### src/bale_pkg.sv
// Package for the bounded array list engine: sizes, codes and payload types.
`timescale 1ns / 1ps

package bale_pkg;

  localparam int DEPTH     = 16;
  localparam int KEY_WIDTH = 32;

  // Keys arrive on a 32-bit field, so at most 32 key bits are ever stored.
  localparam int KeyStW = (KEY_WIDTH < 32) ? KEY_WIDTH : 32;
  localparam int AddrW  = (DEPTH > 1) ? $clog2(DEPTH) : 1;
  localparam int CntW   = $clog2(DEPTH + 1);
  localparam int CmpW   = (CntW > 5) ? CntW : 5;

  localparam logic [4:0] CapReset = 5'd16;

  typedef enum logic [2:0] {
    OP_INS_FIRST = 3'd0,
    OP_INS_LAST  = 3'd1,
    OP_INS_AT    = 3'd2,
    OP_DELETE    = 3'd3,
    OP_UPDATE    = 3'd4,
    OP_READ      = 3'd5,
    OP_SEARCH    = 3'd6
  } op_e;

  typedef enum logic [2:0] {
    ST_OK       = 3'd0,
    ST_FULL     = 3'd1,
    ST_EMPTY    = 3'd2,
    ST_BADPOS   = 3'd3,
    ST_NOTFOUND = 3'd4
  } status_e;

  typedef struct packed {
    logic [2:0]  op;
    logic [4:0]  position;
    logic [31:0] record_name;
    logic [31:0] record_data;
  } in_item_t;

  typedef struct packed {
    logic [2:0]  status;
    logic [3:0]  found_index;
    logic [31:0] read_name;
    logic [31:0] read_data;
    logic [4:0]  entry_total;
  } out_item_t;

  typedef struct packed {
    logic [KeyStW-1:0] key;
    logic [31:0]       data;
  } rec_t;

endpackage

### src/bounded_array_list_engine.sv
// Top level of the bounded array list engine: list memory, sequencer and output register.
`timescale 1ns / 1ps

// Usage. One input transfer on in_valid_i/in_stall_o carries one list operation
// (insert first, insert last, insert at, delete, update, read, search). Each
// operation yields exactly one result transfer on out_valid_o/out_stall_i with
// status, found index, the record read and the record count after the operation.
// The capacity register is written through cfg_we_i/cfg_wdata_i; the user must write
// it only while idle, as the block itself does not enforce this. Records live in one
// synchronous memory with a registered read, so every shift and every search step
// handles the entries one at a time. Append and update write the record directly;
// an insert below the count first moves the entries from the last one down to the
// position up by one place; a delete moves the later entries down by one place; a
// search reads from entry 0 until a match or the last entry.
// The memory port allows one read and one write per cycle.
// The block works on one item at a time; the result waits in an output register,
// and a stalled receiver holds the block only once the next result is ready.
// Reset empties the list and sets the capacity to 16; the memory is not cleared,
// since no entry at or above the count is ever read.

module bounded_array_list_engine (
  input  logic                 clk_i,
  input  logic                 rst_ni,
  input  logic                 cfg_we_i,
  input  logic [4:0]           cfg_wdata_i,
  input  logic                 in_valid_i,
  output logic                 in_stall_o,
  input  bale_pkg::in_item_t   in_item_i,
  output logic                 out_valid_o,
  input  logic                 out_stall_i,
  output bale_pkg::out_item_t  out_item_o
);

  localparam int AddrW  = bale_pkg::AddrW;
  localparam int CntW   = bale_pkg::CntW;
  localparam int CmpW   = bale_pkg::CmpW;
  localparam int KeyStW = bale_pkg::KeyStW;

  // One-hot sequencer states.
  typedef enum logic [5:0] {
    S_IDLE  = 6'b000001,
    S_SHIFT = 6'b000010,
    S_FILL  = 6'b000100,
    S_READ  = 6'b001000,
    S_SCAN  = 6'b010000,
    S_DONE  = 6'b100000
  } state_e;

  state_e              state_q, state_d;
  logic [CntW-1:0]     cnt_q, cnt_d;
  logic [4:0]          cap_q;
  logic [AddrW-1:0]    ptr_q, ptr_d;
  logic [AddrW-1:0]    end_q, end_d;
  logic                up_q, up_d;
  logic [KeyStW-1:0]   key_q, key_d;
  logic [31:0]         data_q, data_d;
  bale_pkg::out_item_t res_q, res_d;
  bale_pkg::out_item_t out_q;
  logic                out_valid_q;
  logic                load_out;

  // List memory with one write and one registered read per cycle.
  bale_pkg::rec_t      mem [bale_pkg::DEPTH];
  logic                we, re;
  logic [AddrW-1:0]    wa, ra;
  bale_pkg::rec_t      wd;
  bale_pkg::rec_t      rdata_q;

  always_ff @(posedge clk_i) begin
    if (we) begin
      mem[wa] <= wd;
    end
    if (re) begin
      rdata_q <= mem[ra];
    end
  end

  // Count and capacity compared in one common width. The effective limit is the
  // capacity saturated to the memory depth.
  logic [CmpW-1:0] cnt_c, cap_c, pos_c, ins_c;
  logic            full;

  assign cnt_c = CmpW'(cnt_q);
  assign cap_c = CmpW'(cap_q);
  assign pos_c = CmpW'(in_item_i.position);
  assign full  = (cnt_c >= cap_c) || (cnt_q == CntW'(bale_pkg::DEPTH));

  always_comb begin
    unique case (in_item_i.op)
      bale_pkg::OP_INS_FIRST: ins_c = '0;
      bale_pkg::OP_INS_LAST:  ins_c = cnt_c;
      default:                ins_c = pos_c;
    endcase
  end

  always_comb begin
    state_d  = state_q;
    cnt_d    = cnt_q;
    ptr_d    = ptr_q;
    end_d    = end_q;
    up_d     = up_q;
    key_d    = key_q;
    data_d   = data_q;
    res_d    = res_q;
    we       = 1'b0;
    wa       = '0;
    wd       = '0;
    re       = 1'b0;
    ra       = '0;
    load_out = 1'b0;

    unique case (state_q)
      S_IDLE: begin
        if (in_valid_i) begin
          key_d   = in_item_i.record_name[KeyStW-1:0];
          data_d  = in_item_i.record_data;
          res_d   = '0;
          state_d = S_DONE;
          unique case (in_item_i.op)
            bale_pkg::OP_INS_FIRST, bale_pkg::OP_INS_LAST, bale_pkg::OP_INS_AT: begin
              // Full is checked before the position.
              if (full) begin
                res_d.status = bale_pkg::ST_FULL;
              end else if (in_item_i.op == bale_pkg::OP_INS_AT && pos_c > cnt_c) begin
                res_d.status = bale_pkg::ST_BADPOS;
              end else begin
                cnt_d = cnt_q + CntW'(1);
                if (ins_c == cnt_c) begin
                  // Appending needs no shift.
                  we = 1'b1;
                  wa = AddrW'(cnt_q);
                  wd = '{key: key_d, data: data_d};
                end else begin
                  // Move entries up, starting from the last one.
                  re      = 1'b1;
                  ra      = AddrW'(cnt_q - CntW'(1));
                  ptr_d   = ra;
                  end_d   = AddrW'(ins_c);
                  up_d    = 1'b1;
                  state_d = S_SHIFT;
                end
              end
            end
            bale_pkg::OP_DELETE: begin
              if (cnt_q == '0) begin
                res_d.status = bale_pkg::ST_EMPTY;
              end else if (pos_c >= cnt_c) begin
                res_d.status = bale_pkg::ST_BADPOS;
              end else begin
                cnt_d = cnt_q - CntW'(1);
                // Deleting the last entry only drops the count.
                if (pos_c != CmpW'(cnt_d)) begin
                  re      = 1'b1;
                  ra      = AddrW'(in_item_i.position) + AddrW'(1);
                  ptr_d   = ra;
                  end_d   = AddrW'(cnt_d);
                  up_d    = 1'b0;
                  state_d = S_SHIFT;
                end
              end
            end
            bale_pkg::OP_UPDATE: begin
              if (pos_c >= cnt_c) begin
                res_d.status = bale_pkg::ST_BADPOS;
              end else begin
                we = 1'b1;
                wa = AddrW'(in_item_i.position);
                wd = '{key: key_d, data: data_d};
              end
            end
            bale_pkg::OP_READ: begin
              if (pos_c >= cnt_c) begin
                res_d.status = bale_pkg::ST_BADPOS;
              end else begin
                re      = 1'b1;
                ra      = AddrW'(in_item_i.position);
                state_d = S_READ;
              end
            end
            bale_pkg::OP_SEARCH: begin
              if (cnt_q == '0) begin
                res_d.status = bale_pkg::ST_NOTFOUND;
              end else begin
                re      = 1'b1;
                ra      = '0;
                ptr_d   = '0;
                state_d = S_SCAN;
              end
            end
            default: begin
              // The unused code leaves the list alone and reports success.
            end
          endcase
          // The count after the operation is known once it is accepted.
          res_d.entry_total = 5'(cnt_d);
        end
      end

      S_SHIFT: begin
        // The entry read last cycle moves one place up or down.
        we = 1'b1;
        wd = rdata_q;
        wa = up_q ? (ptr_q + AddrW'(1)) : (ptr_q - AddrW'(1));
        if (ptr_q == end_q) begin
          state_d = up_q ? S_FILL : S_DONE;
        end else begin
          re    = 1'b1;
          ra    = up_q ? (ptr_q - AddrW'(1)) : (ptr_q + AddrW'(1));
          ptr_d = ra;
        end
      end

      S_FILL: begin
        we      = 1'b1;
        wa      = end_q;
        wd      = '{key: key_q, data: data_q};
        state_d = S_DONE;
      end

      S_READ: begin
        res_d.read_name = 32'(rdata_q.key);
        res_d.read_data = rdata_q.data;
        state_d         = S_DONE;
      end

      S_SCAN: begin
        if (rdata_q.key == key_q) begin
          res_d.found_index = 4'(ptr_q);
          state_d           = S_DONE;
        end else if (ptr_q == AddrW'(cnt_q - CntW'(1))) begin
          res_d.status = bale_pkg::ST_NOTFOUND;
          state_d      = S_DONE;
        end else begin
          re    = 1'b1;
          ra    = ptr_q + AddrW'(1);
          ptr_d = ra;
        end
      end

      S_DONE: begin
        if (!out_valid_q || !out_stall_i) begin
          load_out = 1'b1;
          state_d  = S_IDLE;
        end
      end

      default: begin
        state_d = S_IDLE;
      end
    endcase
  end

  always_ff @(posedge clk_i or negedge rst_ni) begin
    if (!rst_ni) begin
      state_q     <= S_IDLE;
      cnt_q       <= '0;
      cap_q       <= bale_pkg::CapReset;
      out_valid_q <= 1'b0;
    end else begin
      state_q     <= state_d;
      cnt_q       <= cnt_d;
      if (cfg_we_i) begin
        cap_q <= cfg_wdata_i;
      end
      out_valid_q <= load_out | (out_valid_q & out_stall_i);
    end
  end

  // Working and result registers carry payload only.
  always_ff @(posedge clk_i) begin
    ptr_q  <= ptr_d;
    end_q  <= end_d;
    up_q   <= up_d;
    key_q  <= key_d;
    data_q <= data_d;
    res_q  <= res_d;
    if (load_out) begin
      out_q <= res_q;
    end
  end

  assign in_stall_o  = (state_q != S_IDLE);
  assign out_valid_o = out_valid_q;
  assign out_item_o  = out_q;

  // The count never passes the memory depth.
  assert property (@(posedge clk_i) disable iff (!rst_ni)
    cnt_q <= CntW'(bale_pkg::DEPTH))
    else $error("entry count exceeds depth");

  // A shift step never reads the entry it writes in the same cycle.
  assert property (@(posedge clk_i) disable iff (!rst_ni)
    (we && re) |-> (wa != ra))
    else $error("memory read and write collide");

  // A search only visits filled entries.
  assert property (@(posedge clk_i) disable iff (!rst_ni)
    (state_q == S_SCAN) |-> (CmpW'(ptr_q) < cnt_c))
    else $error("search pointer beyond count");

  // A new result appears only out of the done state.
  assert property (@(posedge clk_i) disable iff (!rst_ni)
    $rose(out_valid_q) |-> $past(state_q == S_DONE))
    else $error("result loaded outside done state");

endmodule
### config.mk
export PLATFORM = sky130hd
export DESIGN_NAME = bounded_array_list_engine
export DESIGN_NICKNAME = d
export VERILOG_FILES = /design/src/bale_pkg.sv /design/src/bounded_array_list_engine.sv
export SDC_FILE = /design/constraint.sdc
export NUM_CORES = 1
export LEC_CHECK = 0
export BUFFER_PORTS_ARGS = -buffer_cell sky130_fd_sc_hd__buf_2
export CORE_ASPECT_RATIO = 1.5
export CORE_MARGIN = 5
export CORE_UTILIZATION = 40
export DETAILED_ROUTE_END_ITERATION = 12
export GPL_TIMING_DRIVEN = 0
export SLEW_MARGIN = 20
export SYNTH_ARGS = -nofsm -noshare
export SYNTH_HDL_FRONTEND = slang
export SYNTH_SLANG_ARGS = --single-unit
### constraint.sdc
create_clock -name clk_i -period 6.2 [get_ports clk_i]
set_input_delay 0.62 -clock clk_i [delete_from_list [all_inputs] [get_ports clk_i]]
set_output_delay 0.62 -clock clk_i [all_outputs]
set_load 0.05 [all_outputs]
* After elaboration in Yosys (flattened, before gate mapping)
Memory sizes are Yosys's and may differ from the RTL's. A register that Yosys moved wholly into a read port is not among the register bits.
Index checks and enable logic that the tools add are counted.
** Storage, ports and cells
- Register bits after elaboration :: 242
- Bits in writable memories :: 1024
- Bits of input ports :: 82
- Output and inout bits :: 78
- Logic and storage cells :: 207
- Memories kept :: 1
** Memory list
- mem :: words 16, bits a word 64, rd ports 1, clocked after memory_dff 1, wr ports 1, RTL line bounded_array_list_engine.sv:63 : bale_pkg::rec_t mem [bale_pkg::DEPTH];
** Operators by class
- Add/sub/neg operators :: 5
- Order comparisons :: 3
- Equal/unequal tests :: 42
- Muxes and demuxes :: 113
- Bitwise operators :: 2
- Reduce and logical (&&, ||, !) cells :: 22
** Operator list (count)
- 64-bit two-way mux :: 5
- 64-bit case mux with 2 select lines :: 2
- 64-bit case mux with 3 select lines :: 1
- 4-bit two-way mux :: 35
- 6-bit two-way mux :: 14
- 76-bit two-way mux :: 1
- 4-bit case mux with 3 select lines :: 5
- 32-bit == test :: 1
- 6-bit case mux with 5 select lines :: 1
- 2-bit inequality test (second input constant) :: 14
- 1-bit two-way mux :: 26
- 3-bit inequality test (second input constant) :: 8
- 6-bit case mux with 4 select lines :: 1
- 5-bit two-way mux :: 4
- 5-bit case mux with 2 select lines :: 2
- 4-bit case mux with 2 select lines :: 2
- 7-bit case mux with 2 select lines :: 1
- 13-bit AND reduction :: 1
- 3-bit case mux with 4 select lines :: 1
- 5-bit greater-or-equal comparator :: 2
- 3-bit == test (second input constant) :: 3
- 3-bit two-way mux :: 3
- 9-bit AND reduction :: 1
- 4-bit by 1-bit adder with 4-bit output (second input constant) :: 2
- other kinds (36) :: 51

* Logic depth before layout (Yosys ltp)
- Depth after elaboration :: 11
- Depth in mapped cells :: 18
- Gate-level depth less buffers :: 12

* Worst setup path after synthesis
Ideal clock, no wire load.
- Kind :: input to register
- Start :: input port in_item_i[68] in the netlist's numbering
- End :: memory mem[0][0] in the netlist's numbering (enable)
- Arrival time :: 5744 ps
- Data required time :: 5713 ps
- Path slack :: -30 ps
- Cell stages on the path :: 10
- Path buffers :: 0
- Cells stage by stage :: ha_1 and3_1 and3_1 a2111oi_2 nor3_4 nor2b_1 a22o_1 a222oi_1 o311ai_0 nor2_1
** Between the ends
- Longest elaborated chain between the ends :: 10
- Elaborated cells between the ends (all ways) :: 21
- Those cells by class :: 2 x order compare; 1 x eq/ne; 17 x mux; 1 x reduce/logical
** RTL lines
- start, declared :: RTL line bounded_array_list_engine.sv:28 : input bale_pkg::in_item_t in_item_i,
- 5-bit case mux with 2 select lines :: RTL line bounded_array_list_engine.sv:89 : unique case (in_item_i.op)
- 5-bit == test :: RTL line bounded_array_list_engine.sv:128 : if (ins_c == cnt_c) begin
- 1-bit two-way mux :: RTL line bounded_array_list_engine.sv:128
- 1-bit two-way mux :: RTL line bounded_array_list_engine.sv:124 : end else if (in_item_i.op == bale_pkg::OP_INS_AT && pos_c > cnt_c) begin
- 1-bit two-way mux :: RTL line bounded_array_list_engine.sv:122 : if (full) begin
- 1-bit case mux with 2 select lines :: RTL line bounded_array_list_engine.sv:119 : unique case (in_item_i.op)
- 1-bit two-way mux :: RTL line bounded_array_list_engine.sv:114 : if (in_valid_i) begin
- 1-bit case mux with 2 select lines :: RTL line bounded_array_list_engine.sv:112 : unique case (state_q)
- 1-bit two-way mux :: RTL line bounded_array_list_engine.sv:70 : if (we) begin
- 1-bit two-way mux (implied by the code) :: RTL line bounded_array_list_engine.sv:71 : mem[wa] <= wd;
- end, declared :: RTL line bounded_array_list_engine.sv:63
Several ways; a longest one is shown, not always the timed one.

* Final worst setup path
- Start :: register cnt_q[0], in the netlist cnt_c[0]
- End :: register rdata_q[30] (netlist name)
** Between the ends
- Longest elaborated chain between the ends :: 8
- Elaborated cells between the ends (all ways) :: 37
- Those cells by class :: 1 x add/sub; 3 x order compare; 4 x eq/ne; 26 x mux; 3 x reduce/logical
** RTL lines
- start, declared :: RTL line bounded_array_list_engine.sv:50 : logic [CntW-1:0] cnt_q, cnt_d;
- start signal, assigned :: RTL line bounded_array_list_engine.sv:261 : cnt_q <= cnt_d;
- 5-bit by 1-bit subtractor with 5-bit output / 5-bit case mux with 2 select lines (equally long branches) :: RTL line bounded_array_list_engine.sv:136, bounded_array_list_engine.sv:230, bounded_array_list_engine.sv:89
- 5-bit inequality test / 5-bit == test (equally long branches) :: RTL line bounded_array_list_engine.sv:152, bounded_array_list_engine.sv:128
- 1-bit two-way mux (tied with other cells) :: RTL line bounded_array_list_engine.sv:152 : if (pos_c != CmpW'(cnt_d)) begin
- 1-bit two-way mux (tied with other cells) :: RTL line bounded_array_list_engine.sv:147 : end else if (pos_c >= cnt_c) begin
- 1-bit two-way mux (tied with other cells) :: RTL line bounded_array_list_engine.sv:145 : if (cnt_q == '0) begin
- 1-bit case mux with 4 select lines / 4-bit case mux with 3 select lines (equally long branches) :: RTL line bounded_array_list_engine.sv:119
- 1-bit two-way mux / 4-bit two-way mux (equally long branches) :: RTL line bounded_array_list_engine.sv:114
- 1-bit case mux with 3 select lines / 4-bit case mux with 3 select lines (equally long branches) :: RTL line bounded_array_list_engine.sv:112
Several ways; a longest one is shown, not always the timed one.
A chain may end at the register's enable or synchronous reset.

==> results list <==
* Maximum achievable frequency: 161 MHz
- Area taken by flip-flops and latches: 39900 sq um
* Core Region: 131000 sq um
* Cell count after placement: 5469
- Power density relative to cell area: 419 nW/um^2
- In this run the worst path has a maximum fanout of 11.
- Critical register-to-register path endpoint: rdata_q[30]$_DFFE_PP_
- Hold Slack: 0.0652 ns
- Met3 GRT Util: 4.95%
* Worst setup endpoint: rdata_q[30]$_DFFE_PP_
- Worst voltage drop across the vdd grid: 0.000352 V
* Vias/cell: 5.93
* Yosys warning total: 0
- The first routing iteration left 4783 violations.
- Met1 routing resource usage after global routing: 29.1%
- In this run the register-to-register setup slack is -0.001 ns.
- TritonCTS built the clock tree.
- Walking the worst path, the cells encountered are buf_2 > clkinv_1 > ha_1 > xnor2_2 > xnor2_1 > or4_1 > o211ai_1 > o22ai_1 > a2bb2oi_1 > o21ai_2 > clkbuf_2 > clkbuf_1 > a21oi_1 > nand2_1 > nand4_1.
- TritonCTS created 116 clock buffers.
- For the pin with the worst max-slew slack, the measured transition is 1.18 ns.
* Total wire length: 178000 um
- The floorplan step defined a die boundary enclosing 139000 sq um.
* Largest stage delay on the critical path: 0.86 ns
- Crit path buf inv count: 4
- For this run, the total global-route usage over all layers was measured as 24.8%.
- Relative area change from synthesis to final layout: 16.4%
* Netlist cell types: 79
* Final hold vios: 0
- The HPWL after detailed placement is 125000 um.
- RePlAce Congestion: 0.952
- The worst pin sits at a relative slew slack of 21.1%.
- Setup repair after global routing left no endpoint under its margin.
- Worst endpoint required time: 6.58 ns
- Count of clock tree sinks: 1330
- The path class of the tightest hold or removal check is in -> reg.
- Count of placed standard cells in the final layout, fillers left out: 5695
* Static leakage: 22.0 nW
- Clock tree synthesis selected as its root buffer the cell clkbuf_16.
- Yosys top cell by area: edfxtp_1
- Global route hottest layer: met2
- Synthesized area: 52700 sq um
- The number of cells on the worst reg-to-reg path is 15.
* Width of the die: 306 um
- Clock latency on the worst-skew pair: 0.75 ns
- In the global route stage, met2 resource usage came out at 42.7%.
- Dividing the final minimum period by the clock period gives 100%.
- No sink is reached through more buffers than the 3 on the longest clock path.
- Once detail routing completed, the nets flagged for antenna violations numbered 0.
- DR pass1 iterations: 9
- Fillers: 11400
- The most critical setup path has its startpoint at cnt_c[0]$_DFFE_PN0P_.
- Vias: 33700
- Global-route wire length before repair: 247000 um
* Share of flip-flops with an asynchronous set or reset: 1.28%
- The commonest cells after synthesis are edfxtp_1 (1313), nand2_1 (392), a21oi_1 (313).
* Residual overflow from global routing: 0
- Top flip-flop cell by instance count after synthesis: edfxtp_1
- Failing checks: negative setup slack
* Drc violations: 0
- The max-slew violation count was 0.
* Routed wirelength normalized by instance count: 31.3 um
- edfxtp_1 is the most common cell in the netlist.
* Clock-pin slew on the worst setup and hold paths: 0.07 ns
- Post-synthesis sequential area ratio: 75.6%
- By area the synthesized netlist is led by edfxtp_1 (75%), a21oi_1 (3.0%), nand2_1 (2.8%).
- The worst setup path is launched from a flip-flop.
- Across the run, the number of max-cap violations was 0.
- Entering global routing, the biggest net connects 43 pins.
- Number of enable flip-flop cells after synthesis: 1313
- The initial antenna violation count came to 23.
- Worst path top cell family by delay: buffers and inverters
- In this run the critical register-to-register path is launched from cnt_c[0]$_DFFE_PN0P_.
* Effective utilization at floorplan: 40.1%
- Among all stages on the critical path, the largest delay is contributed by o21ai_2.
* Synth top area share: 74.8%
- The smallest clock period supported by the final layout is computed as 6.20 ns.
* I/O Buffers: 158
- Number of nets in the layout: 3949
- Crit Path Category: reg -> reg
* Net count after synthesis: 3609
- Setup violations remaining at the end of the flow were counted as 1.
- Clk_skew: 0.0266 ns
- In the final layout, the share of cells above drive strength 1 is 14.7%.
- The via count of the first global-routing pass was 33200.
- The floorplan has 163 rows.
* Post CTS Setup Buffer Count: 0
- H-tree depth reported by CTS: 3
- Gate count after technology mapping: 3512
- STA classifies the critical path endpoint as a flip-flop.
- After layout, the worst setup slack is -0.00113 ns.
- After synthesis the netlist holds a flip-flop and latch count of 1330.
- In the final layout, the multi-input gates occupy 11600 sq um.
- Vertical extent of the die: 455 um
- STA puts the critical path data arrival time at 6.58 ns.
- Total power consumption of the routed design: 25.7 mW
* Critical path depth: 15
- IO Count: 160
- Setup TNS: -0.00113 ns
- Mean instance size in the synthesized netlist: 15.0 sq um
- The flow ran to the end, but the final reports show violations.
==> stage by stage <==
step / setup WS (ns) / utilization [%] / area [sq um]
floorplan: -0.0304 / - / 52700
global placement: -4.74 / 42.4 / 55700
detailed placement: -0.114 / 43.7 / 57400
CTS: 0.0202 / 46.7 / 61300
global route: 0.00267 / 46.7 / 61300
finish: -0.00113 / 46.7 / 61300
==> worst register-to-register path, stage by stage (launching register included) <==
cell and delay, ns:
dfrtp_1 0.40, buf_2 0.32, clkinv_1 0.37, ha_1 0.43
xnor2_2 0.38, xnor2_1 0.11, or4_1 0.64, o211ai_1 0.21
o22ai_1 0.14, a2bb2oi_1 0.25, o21ai_2 0.87, clkbuf_2 0.66
clkbuf_1 0.55, a21oi_1 0.13, nand2_1 0.11, nand4_1 0.28
==> layout make-up <==
| cell class | instances | area share (%) |
|---|---|---|
| repair buffers | 226 | 3.93 |
| flip-flops and latches | 1330 | 65.0 |
| well taps | 1732 | 3.53 |
| multi-input cells | 1861 | 19.0 |
| clock buffers | 147 | 5.04 |
| clock inverters | 72 | 1.20 |
| plain buffers | 232 | 1.79 |
| inverters | 85 | 0.520 |
| diodes | 10 | 0.0408 |
==> cell usage in the layout (no fill, tap or decap), types with 24 or more instances in the layout <==
| cell | instances |
|---|---|
| mux2i_1 | 132 |
| a222oi_1 | 69 |
| nor2_1 | 34 |
| nand2_1 | 391 |
| xnor2_1 | 24 |
| buf_16 | 36 |
| buf_2 | 248 |
| a31oi_1 | 110 |
| xor2_1 | 36 |
| or4_1 | 40 |
| o21ai_0 | 29 |
| a21oi_1 | 312 |
| a21o_1 | 51 |
| clkbuf_2 | 32 |
| edfxtp_1 | 1313 |
| clkbuf_16 | 117 |
| clkinv_1 | 25 |
| nand3_1 | 169 |
| a211oi_1 | 38 |
| and3_1 | 60 |
| and2_1 | 70 |
| clkbuf_1 | 102 |
| inv_1 | 82 |
| buf_12 | 31 |
| o22ai_1 | 58 |
==> registers in the layout (all words and copies together) (netlist names) <==
signal / cells
end_q: 4
mem: 1024
cnt_c: 5
rdata_q: 64
state_q: 6
res_q: 76
ptr_q: 4
cap_c: 5
data_q: 32
out_item_o: 76
out_valid_o: 1
key_q: 32
up_q: 1
==> routing by layer <==
layer | routed length [um] | up-vias
li1 | - | 14300
met1 | 61900 | 17100
met2 | 87800 | 1949
met3 | 16500 | 431
met4 | 11800 | 20
met5 | 138 | -
==> power breakdown <==
| group | switching [mW] | total (mW) | internal, mW | leakage, nW |
|---|---|---|---|---|
| registers | 0.311 | 11.4 | 11.1 | 12.2 |
| logic | 5.08 | 6.87 | 1.79 | 7.93 |
| clock network | 3.34 | 7.38 | 4.05 | 1.85 |
==> worst min path at each step <==
stage	cells past startpoint	slack, ns	startpoint	endpoint
final	1	0.07	in_item_i[22]	data_q[22]$_DFFE_PP_
after CTS	1	0.02	in_item_i[19]	data_q[19]$_DFFE_PP_
after global routing	1	0.05	in_item_i[19]	data_q[19]$_DFFE_PP_
after detailed placement	0	0.40	res_q[21]$_DFFE_PP_	out_item_o[21]$_DFFE_PP_
after global placement	0	0.40	res_q[73]$_SDFFCE_PP0P_	out_item_o[73]$_DFFE_PP_
after floorplan	0	0.32	rst_ni	cap_c[0]$_DFFE_PN0P_
==> logic make-up after synthesis <==
group / synth area share (%)
muxes: 2.57
adders and majority gates: 0.356
buffers and inverters: 2.61
xor gates and xnor gates: 1.11
DFF: 75.6
and+or+nand+nor: 8.13
AOI/OAI and AO/OA: 9.58
==> timing repair <==
item,CTS,global route
endpoints found under the hold margin,15,0
hold buffers,1,0
resized for setup,2,27
endpoints found under the setup margin,6,51
Note: power is estimated with default switching activity, not from simulation.
